[src/sv/jbt_pkg.sv]
// ----------------------------------------------------------------------------
// jbt_pkg: shared types, codes and byte classes of the JSON byte tokeniser
// Lexer modes, token kinds, the result item and the decode bundle.
// ----------------------------------------------------------------------------
package jbt_pkg;

  // Lexer mode; codes above MODE_ESC never arise and behave as idle
  typedef enum logic [2:0] {
    MODE_IDLE = 3'd0,
    MODE_NAME = 3'd1,
    MODE_NUM  = 3'd2,
    MODE_STR  = 3'd3,
    MODE_ESC  = 3'd4
  } mode_t;

  // Token kinds as carried on the result channel
  localparam logic [1:0] KIND_PUNCT = 2'd0;
  localparam logic [1:0] KIND_NAME  = 2'd1;
  localparam logic [1:0] KIND_NUM   = 2'd2;
  localparam logic [1:0] KIND_STR   = 2'd3;

  // Characters of interest
  localparam logic [7:0] CH_COLON = 8'h3A;
  localparam logic [7:0] CH_COMMA = 8'h2C;
  localparam logic [7:0] CH_LBRACE = 8'h7B;
  localparam logic [7:0] CH_RBRACE = 8'h7D;
  localparam logic [7:0] CH_LBRACK = 8'h5B;
  localparam logic [7:0] CH_RBRACK = 8'h5D;
  localparam logic [7:0] CH_USCORE = 8'h5F;
  localparam logic [7:0] CH_DOT    = 8'h2E;
  localparam logic [7:0] CH_LC_E   = 8'h65;
  localparam logic [7:0] CH_UC_E   = 8'h45;
  localparam logic [7:0] CH_PLUS   = 8'h2B;
  localparam logic [7:0] CH_MINUS  = 8'h2D;
  localparam logic [7:0] CH_QUOTE  = 8'h22;
  localparam logic [7:0] CH_BSLASH = 8'h5C;
  localparam logic [7:0] CH_LC_N   = 8'h6E;
  localparam logic [7:0] CH_LC_T   = 8'h74;
  localparam logic [7:0] CH_LC_R   = 8'h72;
  localparam logic [7:0] CH_LF     = 8'h0A;
  localparam logic [7:0] CH_TAB    = 8'h09;
  localparam logic [7:0] CH_CR     = 8'h0D;

  // Result queue
  localparam int unsigned QDEPTH = 4;
  localparam int unsigned QPTR_W = $clog2(QDEPTH);
  localparam int unsigned QCNT_W = $clog2(QDEPTH + 1);

  // One result item
  typedef struct packed {
    logic [1:0] token_kind;
    logic [7:0] byte_value;
    logic       has_byte;
    logic       first_of_token;
    logic       last_of_token;
    logic       string_error;
  } res_t;

  // Up to two results for one input byte
  typedef struct packed {
    logic [1:0] num;
    res_t       res0;
    res_t       res1;
  } dec_t;

  // Outcome of opening a token from idle
  typedef struct packed {
    logic  vld;
    res_t  res;
    mode_t mode;
  } start_t;

  function automatic logic is_digit(input logic [7:0] c);
    return (c >= 8'h30) && (c <= 8'h39);
  endfunction

  function automatic logic is_letter(input logic [7:0] c);
    return ((c >= 8'h61) && (c <= 8'h7A)) || ((c >= 8'h41) && (c <= 8'h5A));
  endfunction

  function automatic logic in_name(input logic [7:0] c);
    return is_letter(c) || is_digit(c) || (c == CH_USCORE);
  endfunction

  function automatic logic in_num(input logic [7:0] c);
    return is_digit(c) || (c == CH_DOT) || (c == CH_LC_E) || (c == CH_UC_E) ||
           (c == CH_PLUS) || (c == CH_MINUS);
  endfunction

  function automatic logic is_punct(input logic [7:0] c);
    return (c == CH_COLON) || (c == CH_COMMA) || (c == CH_LBRACE) ||
           (c == CH_RBRACE) || (c == CH_LBRACK) || (c == CH_RBRACK);
  endfunction

  function automatic logic [7:0] unescape(input logic [7:0] c);
    logic [7:0] u;
    case (c)
      CH_LC_N: u = CH_LF;
      CH_LC_T: u = CH_TAB;
      CH_LC_R: u = CH_CR;
      default: u = c;
    endcase
    return u;
  endfunction

  // Build a result; the byte reads as zero when none is carried
  function automatic res_t mk_res(input logic [1:0] kind, input logic [7:0] b,
                                  input logic has, input logic first,
                                  input logic last, input logic err);
    res_t r;
    r.token_kind     = kind;
    r.byte_value     = has ? b : 8'h00;
    r.has_byte       = has;
    r.first_of_token = first;
    r.last_of_token  = last;
    r.string_error   = err;
    return r;
  endfunction

  // Open a token on byte c while no token is open
  function automatic start_t start_tok(input logic [7:0] c);
    start_t s;
    s.vld  = 1'b1;
    s.mode = MODE_IDLE;
    s.res  = mk_res(KIND_PUNCT, c, 1'b1, 1'b1, 1'b1, 1'b0);
    if (is_punct(c)) begin
      s.mode = MODE_IDLE;
    end else if (c == CH_QUOTE) begin
      s.res  = mk_res(KIND_STR, c, 1'b0, 1'b1, 1'b0, 1'b0);
      s.mode = MODE_STR;
    end else if (is_digit(c)) begin
      s.res  = mk_res(KIND_NUM, c, 1'b1, 1'b1, 1'b0, 1'b0);
      s.mode = MODE_NUM;
    end else if (is_letter(c) || (c == CH_USCORE)) begin
      s.res  = mk_res(KIND_NAME, c, 1'b1, 1'b1, 1'b0, 1'b0);
      s.mode = MODE_NAME;
    end else begin
      s.vld = 1'b0;
    end
    return s;
  endfunction

endpackage

[src/sv/jbt_if.sv]
// ----------------------------------------------------------------------------
// jbt_if: stream channels of the JSON byte tokeniser
// Input byte channel and result item channel, valid/ready handshake.
// ----------------------------------------------------------------------------
interface jbt_in_if;
  logic       valid;
  logic       ready;
  logic [7:0] data_byte;
  logic       end_of_input;

  modport source (output valid, output data_byte, output end_of_input, input ready);
  modport sink   (input valid, input data_byte, input end_of_input, output ready);
endinterface

interface jbt_out_if;
  logic       valid;
  logic       ready;
  logic [1:0] token_kind;
  logic [7:0] byte_value;
  logic       has_byte;
  logic       first_of_token;
  logic       last_of_token;
  logic       string_error;

  modport source (output valid, output token_kind, output byte_value, output has_byte,
                  output first_of_token, output last_of_token, output string_error,
                  input ready);
  modport sink   (input valid, input token_kind, input byte_value, input has_byte,
                  input first_of_token, input last_of_token, input string_error,
                  output ready);
endinterface

[src/sv/jbt_decode.sv]
// ----------------------------------------------------------------------------
// jbt_decode: lexer mode register and per-byte result decode
// Turns one staged byte plus the current mode into up to two results.
// ----------------------------------------------------------------------------
module jbt_decode (
  input  logic                clk,
  input  logic                rst_n,
  input  logic                fire,
  input  logic [7:0]          data_byte,
  input  logic                end_of_input,
  output jbt_pkg::dec_t       dec
);

  jbt_pkg::mode_t  mode_r;
  jbt_pkg::mode_t  mode_nxt;
  jbt_pkg::start_t st;
  jbt_pkg::res_t   close_name;
  jbt_pkg::res_t   close_num;

  // Opening outcome and token closers, shared by several arms
  always_comb begin
    st         = jbt_pkg::start_tok(data_byte);
    close_name = jbt_pkg::mk_res(jbt_pkg::KIND_NAME, 8'h00, 1'b0, 1'b0, 1'b1, 1'b0);
    close_num  = jbt_pkg::mk_res(jbt_pkg::KIND_NUM, 8'h00, 1'b0, 1'b0, 1'b1, 1'b0);
  end

  // Next mode
  always_comb begin
    mode_nxt = mode_r;
    if (end_of_input) begin
      mode_nxt = jbt_pkg::MODE_IDLE;
    end else begin
      unique case (mode_r)
        jbt_pkg::MODE_NAME: begin
          if (!jbt_pkg::in_name(data_byte)) begin
            mode_nxt = st.mode;
          end
        end
        jbt_pkg::MODE_NUM: begin
          if (!jbt_pkg::in_num(data_byte)) begin
            mode_nxt = st.mode;
          end
        end
        jbt_pkg::MODE_STR: begin
          if (data_byte == jbt_pkg::CH_QUOTE) begin
            mode_nxt = jbt_pkg::MODE_IDLE;
          end else if (data_byte == jbt_pkg::CH_BSLASH) begin
            mode_nxt = jbt_pkg::MODE_ESC;
          end
        end
        jbt_pkg::MODE_ESC: begin
          mode_nxt = jbt_pkg::MODE_STR;
        end
        default: begin
          // idle, and the unused codes
          mode_nxt = st.mode;
        end
      endcase
    end
  end

  // Result decode
  always_comb begin
    dec = '0;
    if (end_of_input) begin
      unique case (mode_r)
        jbt_pkg::MODE_NAME: begin
          dec.num  = 2'd1;
          dec.res0 = close_name;
        end
        jbt_pkg::MODE_NUM: begin
          dec.num  = 2'd1;
          dec.res0 = close_num;
        end
        jbt_pkg::MODE_STR: begin
          dec.num  = 2'd1;
          dec.res0 = jbt_pkg::mk_res(jbt_pkg::KIND_STR, 8'h00, 1'b0, 1'b0, 1'b1, 1'b1);
        end
        jbt_pkg::MODE_ESC: begin
          dec.num  = 2'd1;
          dec.res0 = jbt_pkg::mk_res(jbt_pkg::KIND_STR, 8'h00, 1'b0, 1'b0, 1'b1, 1'b1);
        end
        default: dec.num = 2'd0;
      endcase
    end else begin
      unique case (mode_r)
        jbt_pkg::MODE_NAME: begin
          if (jbt_pkg::in_name(data_byte)) begin
            dec.num  = 2'd1;
            dec.res0 = jbt_pkg::mk_res(jbt_pkg::KIND_NAME, data_byte, 1'b1, 1'b0, 1'b0,
                                       1'b0);
          end else begin
            dec.num  = {st.vld, ~st.vld};
            dec.res0 = close_name;
            dec.res1 = st.res;
          end
        end
        jbt_pkg::MODE_NUM: begin
          if (jbt_pkg::in_num(data_byte)) begin
            dec.num  = 2'd1;
            dec.res0 = jbt_pkg::mk_res(jbt_pkg::KIND_NUM, data_byte, 1'b1, 1'b0, 1'b0,
                                       1'b0);
          end else begin
            dec.num  = {st.vld, ~st.vld};
            dec.res0 = close_num;
            dec.res1 = st.res;
          end
        end
        jbt_pkg::MODE_STR: begin
          if (data_byte == jbt_pkg::CH_QUOTE) begin
            dec.num  = 2'd1;
            dec.res0 = jbt_pkg::mk_res(jbt_pkg::KIND_STR, 8'h00, 1'b0, 1'b0, 1'b1, 1'b0);
          end else if (data_byte != jbt_pkg::CH_BSLASH) begin
            dec.num  = 2'd1;
            dec.res0 = jbt_pkg::mk_res(jbt_pkg::KIND_STR, data_byte, 1'b1, 1'b0, 1'b0,
                                       1'b0);
          end
        end
        jbt_pkg::MODE_ESC: begin
          dec.num  = 2'd1;
          dec.res0 = jbt_pkg::mk_res(jbt_pkg::KIND_STR, jbt_pkg::unescape(data_byte),
                                     1'b1, 1'b0, 1'b0, 1'b0);
        end
        default: begin
          // idle, and the unused codes
          dec.num  = {1'b0, st.vld};
          dec.res0 = st.res;
        end
      endcase
    end
  end

  // Mode register, advances once per byte leaving the stage
  always_ff @(posedge clk) begin
    if (!rst_n) begin
      mode_r <= jbt_pkg::MODE_IDLE;
    end else if (fire) begin
      mode_r <= mode_nxt;
    end
  end

endmodule

[src/sv/jbt_resq.sv]
// ----------------------------------------------------------------------------
// jbt_resq: result queue
// Four-entry queue taking up to two results per cycle, giving one per cycle while deq_ready is high.
// ----------------------------------------------------------------------------
module jbt_resq (
  input  logic          clk,
  input  logic          rst_n,
  input  logic [1:0]    push_num,
  input  jbt_pkg::res_t push0,
  input  jbt_pkg::res_t push1,
  output logic          room2,
  output logic          deq_valid,
  input  logic          deq_ready,
  output jbt_pkg::res_t deq_res
);

  jbt_pkg::res_t                      ent_r [jbt_pkg::QDEPTH];
  logic [jbt_pkg::QPTR_W-1:0]         wr_ptr_r;
  logic [jbt_pkg::QPTR_W-1:0]         wr_ptr_nxt;
  logic [jbt_pkg::QPTR_W-1:0]         rd_ptr_r;
  logic [jbt_pkg::QPTR_W-1:0]         rd_ptr_nxt;
  logic [jbt_pkg::QCNT_W-1:0]         cnt_r;
  logic [jbt_pkg::QCNT_W-1:0]         cnt_nxt;
  logic [jbt_pkg::QPTR_W-1:0]         wr_ptr_p1;
  logic                               pop;

  // Status and read side
  assign pop       = deq_valid && deq_ready;
  assign deq_valid = (cnt_r != '0);
  assign deq_res   = ent_r[rd_ptr_r];
  assign room2     = (cnt_r <= jbt_pkg::QCNT_W'(jbt_pkg::QDEPTH - 2));
  assign wr_ptr_p1 = wr_ptr_r + jbt_pkg::QPTR_W'(1);

  // Pointer and count update
  always_comb begin
    wr_ptr_nxt = wr_ptr_r + jbt_pkg::QPTR_W'(push_num);
    rd_ptr_nxt = rd_ptr_r + jbt_pkg::QPTR_W'(pop);
    cnt_nxt    = cnt_r + jbt_pkg::QCNT_W'(push_num) - jbt_pkg::QCNT_W'(pop);
  end

  always_ff @(posedge clk) begin
    if (!rst_n) begin
      wr_ptr_r <= '0;
      rd_ptr_r <= '0;
      cnt_r    <= '0;
    end else begin
      wr_ptr_r <= wr_ptr_nxt;
      rd_ptr_r <= rd_ptr_nxt;
      cnt_r    <= cnt_nxt;
    end
  end

  // Entry storage, no reset needed
  always_ff @(posedge clk) begin
    if (push_num != 2'd0) begin
      ent_r[wr_ptr_r] <= push0;
    end
    if (push_num == 2'd2) begin
      ent_r[wr_ptr_p1] <= push1;
    end
  end

endmodule

[src/sv/json_byte_tokenizer.sv]
// ----------------------------------------------------------------------------
// json_byte_tokenizer: streaming tokeniser for JSON-like text
// Marks punctuation, names, numbers and quoted strings byte by byte.
// ----------------------------------------------------------------------------
// Usage:
//   in_chan  takes one text byte per transfer; end_of_input set closes any
//            open token (data_byte is then ignored).
//   out_chan gives result items: kind, byte, and first/last/error markers.
//   Each byte yields zero, one or two results; a byte that closes a name or
//   number and opens another token yields two.
// Path: a byte is staged in the input register, decoded against the
//   lexer mode and written to the result queue once the queue has room
//   for two results; the queue offers its results in order on out_chan.
// Throughput: one byte per cycle while each byte yields at most one result
//   and out_chan.ready stays high. The result queue drains one item per
//   cycle, so bytes yielding two results slow the input; the single result
//   port sets this and the four-entry queue only absorbs bursts.
// Reset: rst_n low for one edge empties the stage and the queue and returns
//   the lexer to idle with no token open.
// Stall: with out_chan.ready low the queue fills; once it cannot take two
//   more results the staged byte holds and in_chan.ready drops.
// ----------------------------------------------------------------------------
module json_byte_tokenizer (
  input  logic      clk,
  input  logic      rst_n,
  jbt_in_if.sink    in_chan,
  jbt_out_if.source out_chan
);

  logic          stg_vld_r;
  logic          stg_vld_nxt;
  logic [7:0]    stg_byte_r;
  logic          stg_eoi_r;
  logic          in_fire;
  logic          advance;
  logic          room2;
  logic [1:0]    push_num;
  jbt_pkg::dec_t dec;
  jbt_pkg::res_t deq_res;

  // Input stage handshake
  assign in_fire        = in_chan.valid && in_chan.ready;
  assign advance        = stg_vld_r && room2;
  assign in_chan.ready  = !stg_vld_r || room2;
  assign stg_vld_nxt    = in_fire ? 1'b1 : (advance ? 1'b0 : stg_vld_r);
  assign push_num       = advance ? dec.num : 2'd0;

  always_ff @(posedge clk) begin
    if (!rst_n) begin
      stg_vld_r <= 1'b0;
    end else begin
      stg_vld_r <= stg_vld_nxt;
    end
  end

  // Staged payload
  always_ff @(posedge clk) begin
    if (in_fire) begin
      stg_byte_r <= in_chan.data_byte;
      stg_eoi_r  <= in_chan.end_of_input;
    end
  end

  jbt_decode u_decode (
    .clk          (clk),
    .rst_n        (rst_n),
    .fire         (advance),
    .data_byte    (stg_byte_r),
    .end_of_input (stg_eoi_r),
    .dec          (dec)
  );

  jbt_resq u_resq (
    .clk       (clk),
    .rst_n     (rst_n),
    .push_num  (push_num),
    .push0     (dec.res0),
    .push1     (dec.res1),
    .room2     (room2),
    .deq_valid (out_chan.valid),
    .deq_ready (out_chan.ready),
    .deq_res   (deq_res)
  );

  // Result channel payload
  assign out_chan.token_kind     = deq_res.token_kind;
  assign out_chan.byte_value     = deq_res.byte_value;
  assign out_chan.has_byte       = deq_res.has_byte;
  assign out_chan.first_of_token = deq_res.first_of_token;
  assign out_chan.last_of_token  = deq_res.last_of_token;
  assign out_chan.string_error   = deq_res.string_error;

  // A staged byte blocked by a queue without room for two results keeps its payload
  a_stage_hold: assert property (@(posedge clk) disable iff (!rst_n)
    stg_vld_r && !room2 |=> stg_vld_r && $stable(stg_byte_r) && $stable(stg_eoi_r))
    else $error("staged byte lost while queue full");

  // After any push a result is offered on the next cycle
  a_push_visible: assert property (@(posedge clk) disable iff (!rst_n)
    push_num != 2'd0 |=> out_chan.valid)
    else $error("pushed result not offered");

  // An unterminated string report is the only result of its byte
  a_err_alone: assert property (@(posedge clk) disable iff (!rst_n)
    advance && dec.num != 2'd0 && dec.res0.string_error |->
      dec.num == 2'd1 && dec.res0.last_of_token && stg_eoi_r)
    else $error("string error outside end of input");

  // A second result always opens a new token
  a_second_opens: assert property (@(posedge clk) disable iff (!rst_n)
    advance && dec.num == 2'd2 |-> dec.res1.first_of_token && dec.res0.last_of_token)
    else $error("second result does not open a token");

endmodule

[src/flat_wrapper.sv]
// flat-port wrapper written by rule: the top's interface ports become plain ports
module json_byte_tokenizer_flat 
  (clk, rst_n, in_chan_valid, in_chan_data_byte, in_chan_end_of_input, in_chan_ready, out_chan_valid, out_chan_token_kind, out_chan_byte_value, out_chan_has_byte, out_chan_first_of_token, out_chan_last_of_token, out_chan_string_error, out_chan_ready);
  jbt_in_if in_chan_i ();
  jbt_out_if out_chan_i ();
  input  logic clk;
  input  logic rst_n;
  input wire logic [$bits(in_chan_i.valid)-1:0] in_chan_valid;
  input wire logic [$bits(in_chan_i.data_byte)-1:0] in_chan_data_byte;
  input wire logic [$bits(in_chan_i.end_of_input)-1:0] in_chan_end_of_input;
  output wire logic [$bits(in_chan_i.ready)-1:0] in_chan_ready;
  output wire logic [$bits(out_chan_i.valid)-1:0] out_chan_valid;
  output wire logic [$bits(out_chan_i.token_kind)-1:0] out_chan_token_kind;
  output wire logic [$bits(out_chan_i.byte_value)-1:0] out_chan_byte_value;
  output wire logic [$bits(out_chan_i.has_byte)-1:0] out_chan_has_byte;
  output wire logic [$bits(out_chan_i.first_of_token)-1:0] out_chan_first_of_token;
  output wire logic [$bits(out_chan_i.last_of_token)-1:0] out_chan_last_of_token;
  output wire logic [$bits(out_chan_i.string_error)-1:0] out_chan_string_error;
  input wire logic [$bits(out_chan_i.ready)-1:0] out_chan_ready;
  assign in_chan_i.valid = in_chan_valid;
  assign in_chan_i.data_byte = in_chan_data_byte;
  assign in_chan_i.end_of_input = in_chan_end_of_input;
  assign in_chan_ready = in_chan_i.ready;
  assign out_chan_valid = out_chan_i.valid;
  assign out_chan_token_kind = out_chan_i.token_kind;
  assign out_chan_byte_value = out_chan_i.byte_value;
  assign out_chan_has_byte = out_chan_i.has_byte;
  assign out_chan_first_of_token = out_chan_i.first_of_token;
  assign out_chan_last_of_token = out_chan_i.last_of_token;
  assign out_chan_string_error = out_chan_i.string_error;
  assign out_chan_i.ready = out_chan_ready;
  json_byte_tokenizer u_core (.clk(clk), .rst_n(rst_n), .in_chan(in_chan_i), .out_chan(out_chan_i));
endmodule
[config.mk]
export PLATFORM = sky130hd
export DESIGN_NAME = json_byte_tokenizer_flat
export DESIGN_NICKNAME = d
export VERILOG_FILES = /design/src/sv/jbt_pkg.sv /design/src/sv/jbt_if.sv /design/src/sv/jbt_decode.sv /design/src/sv/jbt_resq.sv /design/src/sv/json_byte_tokenizer.sv /design/src/flat_wrapper.sv
export SDC_FILE = /design/constraint.sdc
export NUM_CORES = 1
export LEC_CHECK = 0
export ABC_AREA = 1
export BUFFER_PORTS_ARGS = -buffer_cell sky130_fd_sc_hd__buf_2
export CORE_ASPECT_RATIO = 0.6
export CORE_MARGIN = 5
export CORE_UTILIZATION = 35
export CTS_CLUSTER_DIAMETER = 150
export DETAILED_ROUTE_END_ITERATION = 10
export SLEW_MARGIN = 20
export SYNTH_ARGS = -nofsm -noshare
export SYNTH_HDL_FRONTEND = slang
export SYNTH_SLANG_ARGS = --single-unit
[constraint.sdc]
create_clock -name clk -period 5 [get_ports clk]
set_clock_uncertainty 0.05 [all_clocks]
set_input_delay 0.25 -clock clk [delete_from_list [all_inputs] [get_ports clk]]
set_output_delay 0.25 -clock clk [all_outputs]
set_load 0.02 [all_outputs]
Word-level counts from Yosys, hierarchy flattened. Memory sizes are Yosys's and may differ from the RTL's. A register that Yosys moved wholly into a read port is not among the register bits. Index checks and enable logic that the tools add are counted.

Memories: 1. Flip-flop bits (word level): 20. Output and inout bits: 16. Memory bits (writable): 56. Input port bits: 13.

Equal/unequal tests: 26. Bitwise gates (word level): 1. $add $sub $neg: 5. Reduce and logical (&&, ||, !) cells: 28. Muxes and demuxes: 35. $lt $le $gt $ge: 7.

Memories: u_core.u_resq.ent_r (words 4, width 14, rd ports 1, clocked after memory_dff 1, write ports 2, line jbt_resq.sv:17) `jbt_pkg::res_t ent_r [jbt_pkg::QDEPTH];`.

Operators by type and width (number): $eq 8x7->1 const B (11); $mux 16 (4); $pmux 16 s4 (1); $eq 8x6->1 const B (6); $mux 15 (3); $mux 14 (3); $pmux 14 s3 (1); $mux 17 (2); $pmux 14 s2 (1); $pmux 8 s3 (1); $mux 3 (6); $ge 8x7->1 const B (2); $le 8x7->1 const B (2); $logic_or 1x1->1 (15); $pmux 3 s4 (1); $mux 1 (10); $ge 8x6->1 const B (1); $le 8x6->1 const B (1); $ne 8x7->1 const B (1); $eq 3x2->1 const B (2); $logic_and 1x1->1 (6); $ne 3x2->1 const B (2); $mux 2 (2); $ne 4x3->1 const B (1); other kinds (16) (17).

Logic depth before layout (Yosys ltp). Gate-level depths: netlist of the first run.

Depth in word-level cells: 16. Depth in mapped cells: 20. Depth with buffers taken out: 19.

Modules after synthesis. A second synthesis of the first run with hierarchy kept.

Cells, all modules: 566. Area, all modules: 4814.6 µm².

By module, submodules not included: jbt_resq (times used 1, area each 3258.1 µm², cells each 331); jbt_decode (times used 1, area each 1212.4 µm², cells each 213); json_byte_tokenizer (times used 1, area each 344.1 µm², cells each 22).

Worst setup path after synthesis of the first run. No wires, ideal clock.

Path kind: register -> register. From: register u_core.stg_byte_r[1]. To: register u_core.u_resq.cnt_r[2] (netlist name). Clock period less this slack: 2556 ps. Path slack: 2444 ps. Library setup time: 119 ps. Cell stages (with the launch flop): 20. Arrival time: 2387 ps. Data required time: 4831 ps. Cells stage by stage: edfxtp_1 -> buf_4 -> nor2_1 -> nor2_1 -> nor2_1 -> nor2_1 -> nand2_1 -> nand2_1 -> nand2_2 -> nor2_1 -> nand2_1 -> nand2_1 -> ha_1 -> inv_1 -> ha_1 -> inv_1 -> fa_1 -> xor2_1 -> inv_1 -> nor2_1.

Longest elaborated chain between the ends: 15. Elaborated cells on any way between the ends: 51. Those cells by class: 2 x add/sub; 6 x order compare; 14 x eq/ne; 11 x mux; 1 x bitwise; 17 x reduce/logical.

Ends and longest elaborated chain: from (decl) (line json_byte_tokenizer.sv:32) `logic [7:0] stg_byte_r;`; from (signal assigned) (line json_byte_tokenizer.sv:59) `stg_byte_r <= in_chan.data_byte;`; $ge 8x7->1 or $le 8x7->1 (tied branches) (line jbt_pkg.sv:78) `return ((c >= 8'h61) && (c <= 8'h7A)) || ((c >= 8'h41) && (c <= 8'h5A));`; $logic_and 1x1->1 (line jbt_pkg.sv:78); $logic_or 1x1->1 (line jbt_pkg.sv:78); $logic_or 1x1->1 (line jbt_pkg.sv:134) `end else if (is_letter(c) || (c == CH_USCORE)) begin`; $mux 1 (line jbt_pkg.sv:134); $mux 1 (line jbt_pkg.sv:131) `end else if (is_digit(c)) begin`; $mux 1 (line jbt_pkg.sv:128) `end else if (c == CH_QUOTE) begin`; $mux 15 (line jbt_pkg.sv:126) `if (is_punct(c)) begin`; $not 1->1 (line jbt_decode.sv:93, jbt_decode.sv:104); $mux 16 (on tied branches) (line jbt_decode.sv:99, jbt_decode.sv:88); $pmux 16 s4 (*) (line jbt_decode.sv:86) `unique case (mode_r)`; $mux 16 (*) (line jbt_decode.sv:65) `if (end_of_input) begin`; $mux 2 (*) (line json_byte_tokenizer.sv:46) `assign push_num = advance ? dec.num : 2'd0;`; $add 3x2->3 (*) (line jbt_resq.sv:38) `cnt_nxt = cnt_r + jbt_pkg::QCNT_W'(push_num) - jbt_pkg::QCNT_W'(pop);`; $sub 3x1->3 (*) (line jbt_resq.sv:38); to (signal assigned) (line jbt_resq.sv:49) `cnt_r <= cnt_nxt;`; to (decl) (line jbt_resq.sv:22) `logic [jbt_pkg::QCNT_W-1:0] cnt_r;`.

Every way passes the cells marked *; elsewhere a longest branch is shown, timed or not. A chain may end at the register's enable or synchronous reset.

==> impl_metrics.ini, run 1 <==
[sta]
post-route-min-period_ns = 3.62
setup_tns_ns = 0
worst_slew_margin_rel_pct = 27.8
max_freq_mhz = 276
finalCritPeriodShare_pct = 72.4
rsz0062_at_grt = no
setup_viol = 0
slew_violations = 0
worst_slack_ns = 1.38
final_hold_viol_count = 0
worst_pin_slew_ns = 1.08

[die]
start_util_pct = 36.0
dieWidth_um = 154
io_pins = 29
die_area_um2 = 14900
coreArea_um2 = 12100
std_cell_rows = 31
die_h_um = 96.4

[placement]
place_hpwl_um = 9400
io_buffers = 28
placed_cell_area_um2 = 4630
gp_congestion = 1.08
dp_slack_ns = 1.44

[final_layout]
finalNetCount = 594
diodes = 0
postLayoutCoreUtil_pct = 40.9
fin_area_um2 = 4950
areaGrowthSynthToFinish_pct = 13.5
nFillCells = 1260
drive_gt1_share_pct = 12.4

[logic_synthesis]
yosysUniqueCellTypes = 34
netlist_area_um2 = 4360
synth_cells = 551
syn_area_per_cell_um2 = 7.91
synthSimpleGateAreaFrac_pct = 28.5
yosysSeqAreaShare_pct = 48.9
synth_top_family_by_area = simple AND/OR/NAND/NOR gates
synth_largest_area_cell = edfxtp_1
netlist_top_cells_area = edfxtp_1 42%, nand2_1 10%, nand3_1 7.5%
synth_nets = 570
synth-adder-area-share_pct = 1.90
yosys_warnings = 0
ys_ff_latch = 76
yosys.area_share.xor_xnor_pct = 0.804
synth_compound_area_share_pct = 12.9
muxShareOfSynthArea_pct = 0
synth_top_area_share_pct = 42.0

[hold_path]
min_path_cells = 1
min_to = u_core.stg_byte_r[0]
hold_path.class = in -> reg
hp-start = in_chan_data_byte[0]

[critical_path]
cp_max_fo = 48
cp-start-kind = register
r2r-end = u_core.u_resq.ent_r[0][3]
crit_required_ns = 4.92
r2r_setup_slack_ns = 1.38
cp-end-kind = register
critPathKind = reg -> reg
crit_arrival_ns = 3.53
r2r_cells = 13
crit-reg2reg-launch = u_core.stg_byte_r[1]

[route]
wl_um = 12400
drc = 0
wl_per_cell_um = 16.6
drt_pass1_iterations = 5
routed_via_density = 5.35
ant_nets = 0
dr_total_vias = 3984
drtIter0Drc = 411

[power]
ir_drop_mv = 0.160
power.density_nw_per_um2 = 426
leakagePower_uw = 0.00198

[grt]
grt_start_max_net_pins = 49
grt_pass1_vias = 3764
grt_pass1_wl_um = 19800
antenna_found_initial = 0
grt_usage_pct = 17.3
grt_overflow = 0

[cts]
clkTransAtPathRegs_ns = 0.06
cts.sinks = 76
cts.htree.levels = 3
clk_latency_ns = 0.34
cts_tree = done
cts_made_buffers = 9
ctsHoldBuffers = 0
cts_setup_buffers = 0
cts.repair.resized = 0
clk_path_buf_depth = 2
cts_root_buffer = clkbuf_16

[run]
maxCapViolCount = 0

[status]
status = complete, no violations
-- cells in the mapped netlist --
cell type,count
nand4_1,2
nor2_1,82
nor3_1,4
xor2_1,1
nand2_1,116
nand2_2,7
a21boi_0,1
clkbuf_1,11
inv_2,9
o21ai_0,58
ha_1,5
buf_2,2
o31ai_1,1
dfxtp_1,15
clkinv_1,2
buf_1,1
nand3_2,1
o21ai_1,16
nor3_2,1
o311ai_0,1
buf_6,3
fa_1,1
xnor2_1,3
nor2_4,3
nand3_1,65
a21oi_1,13
o21a_1,1
inv_1,44
nor2_2,4
nand3_4,1
a32oi_1,1
o22ai_1,14
edfxtp_1,61
buf_4,1
-- through the flow --
stage / hold WS [ns] / total power [uW] / cells
3_5_place_dp: 0.378 / 1420 / 729
4_1_cts: 0.0266 / 2120 / 745
6_report: 0.0364 / 2110 / 745
5_1_grt: 0.0269 / 2230 / 745
2_1_floorplan: 0.293 / 1230 / 551
3_3_place_gp: 0.377 / 1410 / 729
-- worst max-delay path by stage --
stage	from	to	slack (ns)	cells past startpoint
3_3_place_gp	u_core.stg_byte_r[3]	u_core.u_resq.ent_r[0][13]	1.60	11
6_report	u_core.stg_byte_r[1]	u_core.u_resq.ent_r[0][3]	1.38	13
5_1_grt	u_core.stg_byte_r[1]	u_core.u_resq.ent_r[0][3]	1.07	12
3_5_place_dp	u_core.stg_byte_r[1]	u_core.u_resq.ent_r[0][13]	1.44	11
2_1_floorplan	u_core.stg_byte_r[1]	u_core.u_resq.cnt_r[2]	2.44	19
4_1_cts	u_core.stg_byte_r[1]	u_core.u_resq.ent_r[0][3]	1.43	11
-- critical path, cell delays in order (launching register included) --
cell	delay (ns)
edfxtp_1	0.56
nand2_1	0.15
inv_1	0.06
nand2_1	0.08
nand3_1	0.08
nand2_1	0.09
nand2_1	0.11
nand2_1	0.11
nand2_2	0.14
nor2_4	0.17
nand3_4	0.14
nand2_2	0.63
nand2_1	0.28
nand2_1	0.57
-- state kept, by name, indices dropped and copies added (netlist names) --
| signal | cells |
|---|---|
| u_core.u_resq.wr_ptr_r | 2 |
| u_core.u_decode.mode_r | 3 |
| u_core.u_resq.cnt_r | 3 |
| u_core.u_resq.rd_ptr_r | 2 |
| u_core.u_resq.ent_r | 56 |
| u_core.stg_byte_r | 8 |
| u_core.stg_vld_r | 1 |
| u_core.stg_eoi_r | 1 |
-- cells in the final DEF, fill, tap and decap left out, types with 2 or more instances in the layout --
| cell type | n |
|---|---|
| bufinv_16 | 2 |
| clkinv_2 | 2 |
| o21ai_0 | 58 |
| nand2_1 | 116 |
| nor2_2 | 4 |
| nor2_4 | 3 |
| nand4_1 | 2 |
| buf_2 | 28 |
| ha_1 | 5 |
| xnor2_1 | 3 |
| clkinv_1 | 2 |
| inv_2 | 9 |
| o22ai_1 | 14 |
| buf_4 | 3 |
| clkbuf_16 | 9 |
| dfxtp_1 | 15 |
| nand2_2 | 7 |
| nor2_1 | 82 |
| nand3_1 | 65 |
| edfxtp_1 | 61 |
| o21ai_1 | 16 |
| inv_1 | 44 |
| a21oi_1 | 13 |
| nor3_1 | 4 |
-- power by group --
group	internal [uW]	leakage (uW)	switching, uW	total [uW]
clock network	438	0.000157	258	696
logic	181	0.00115	455	636
registers	734	0.000674	41.9	775
-- cell families after synthesis --
group           count (synthesis)
buf+inv                        73
xor+xnor                        4
flops                          76
fa+ha+maj                       6
simple gates                  286
compound gates                106
-- layout make-up --
cell class	instances	area, um2	share of cell area [%]
clock buffers	10	229	4.63
clock inverters	6	87.6	1.77
inverters	55	206	4.17
multi-input cells	402	1920	38.9
flip-flops and latches	76	2130	43.1
well taps	165	206	4.17
repair buffers	31	163	3.29
-- metal layers --
| layer | wire length (um) | global-route usage, % | share of wire [%] |
|---|---|---|---|
| met3 | 957 | 4.41 | 7.7 |
| met4 | 174 | 5.66 | 1.4 |
| met5 | 0 | 0 | 0 |
| met1 | 6290 | 25.5 | 51 |
| met2 | 4960 | 24.6 | 40 |
No activity file was read; power rests on OpenSTA's default activity.
==> run 2: changes to the inputs <==
Clock period 5 ns to 3.28 ns, I/O delays scaled along.
==> run 2 against run 1 <==
Effect of this change:
- via count grew 0.38%
- sequential cell count is the same
- sequential share of layout area shrank 1.7 points
- critical endpoint is now u_core.u_resq.ent_r[0][12]
==> impl_metrics.ini, run 2 (synthesis gave the netlist of run 1 again) <==
[placement]
io_buffers = 28
gp_congestion = 1.02
placed_cell_area_um2 = 4710
place_hpwl_um = 9430
dp_slack_ns = 0.339

[final_layout]
top_regs = u_core.u_resq.ent_r: 56 flops, u_core.stg_byte_r: 8 flops
nFillCells = 1220
finalNetCount = 614
layout_common_cells = 116 x nand2_1, 82 x nor2_1, 65 x nand3_1
fin_area_um2 = 5150
regMostFlops = u_core.u_resq.ent_r
diodes = 0
final_common_cell = nand2_1
areaGrowthSynthToFinish_pct = 18.2
largest_reg_flops = 56
drive_gt1_share_pct = 14.0

[cts]
cts_setup_buffers = 0
cts_tree = done
clk_path_buf_depth = 2
clkTransAtPathRegs_ns = 0.06
cts_made_buffers = 9
cts.repair.resized = 0
clk_latency_ns = 0.34
cts_root_buffer = clkbuf_16
cts.sinks = 76
cts.htree.levels = 3

[critical_path]
critPathKind = reg -> reg
crit_arrival_ns = 2.97
cp-end-kind = register
cp_max_fo = 12
crit_required_ns = 3.26
cp-start-kind = register

[grt]
grt_usage_pct = 18.2
antenna_found_initial = 0
grt_start_max_net_pins = 30
grt_pass1_vias = 3797
grt_overflow = 0
grt_pass1_wl_um = 21000

[sta]
final_hold_viol_count = 0
post-route-min-period_ns = 2.99
worst_pin_slew_ns = 0.907
rsz0062_at_grt = no
worst_slack_ns = 0.291
setup_viol = 0
setup_tns_ns = 0
max_freq_mhz = 335
worst_slew_margin_rel_pct = 39.0
slew_violations = 0
finalCritPeriodShare_pct = 91.1

[die]
die_area_um2 = 14900
io_pins = 29
die_h_um = 96.4
start_util_pct = 36.0
coreArea_um2 = 12100
std_cell_rows = 31
dieWidth_um = 154

[power]
leakagePower_uw = 0.00209
ir_drop_mv = 0.281
power.density_nw_per_um2 = 649
total_power_uw = 3340

[route]
drt_pass1_iterations = 5
ant_nets = 0
drtIter0Drc = 429
drc = 0
wl_um = 12800
dr_total_vias = 3999
wl_per_cell_um = 16.7
routed_via_density = 5.23

[status]
status = complete, no violations

[run]
maxCapViolCount = 0

[hold_path]
hold_path.class = in -> reg
-- run 2: cell types whose count changed in the layout (fill, tap and decap cells not counted), sizes merged --
cell         change
dlygate4sd3      +9
bufinv           +1
clkbuf           -1
buf             +11
-- run 2: what timing repair did --
action                                  CTS  global route
hold buffers                              9             0
endpoints found under the setup margin    0             0
hold endpoints to repair                  9             0
-- run 2: cell type report --
cell class                 count  area (um2)  share of cell area [%]
clock inverter                 7         124                    2.40
inverter                      55         206                    4.01
multi-input combinational    402        1920                    37.3
tap                          165         206                    4.01
clock buffer                   9         225                    4.37
sequential                    76        2130                    41.4
timing repair buffer          51         335                    6.51
-- run 2: path summary, 6_finish.rpt --
check                                               start                         end  slack [ns]  cells after the start
worst max register to register       u_core.stg_byte_r[1]  u_core.u_resq.ent_r[0][12]        0.29                     12
worst min register to register  u_core.u_resq.ent_r[2][0]   u_core.u_resq.ent_r[2][0]        0.42                      2
worst max-delay path                 u_core.stg_byte_r[1]  u_core.u_resq.ent_r[0][12]        0.29                     12
worst min-delay path                        in_chan_valid            u_core.stg_vld_r        0.04                      3
-- run 2: metal layers --
layer | wire [um] | GRT usage (%) | vias to the layer above
li1 | - | - | 1955
met1 | 6300 | 27.6 | 1872
met2 | 5250 | 25.9 | 159
met3 | 1090 | 4.90 | 13
met4 | 134 | 3.89 | 0
met5 | 0 | 0 | -
-- run 2: per-stage QoR --
step	hold WS, ns	utilization [%]	cells
2_1_floorplan	0.207	-	551
3_3_place_gp	0.293	38.9	740
3_5_place_dp	0.293	38.9	740
4_1_cts	0.0212	42.6	765
5_1_grt	0.0328	42.6	765
6_report	0.0392	42.6	765
-- run 2: power breakdown --
part / total, uW / leakage (uW) / switching (uW) / internal, uW
Clock: 1160 / 0.000172 / 413 / 750
Combinational: 1000 / 0.00125 / 703 / 297
Sequential: 1180 / 0.000674 / 62.6 / 1120
Total: 3340 / 0.00209 / 1180 / 2160
-- run 2: critical path, cell delays in order (launching register included) --
cell      delay (ns)
edfxtp_1        0.55
nor2_2          0.19
nand3_1         0.09
nand3_1         0.14
nand3_2         0.12
nand2_1         0.12
nand2_2         0.15
nor2_4          0.21
nand3_4         0.16
nor2_4          0.26
inv_1           0.24
nand2_1         0.15
buf_4           0.25
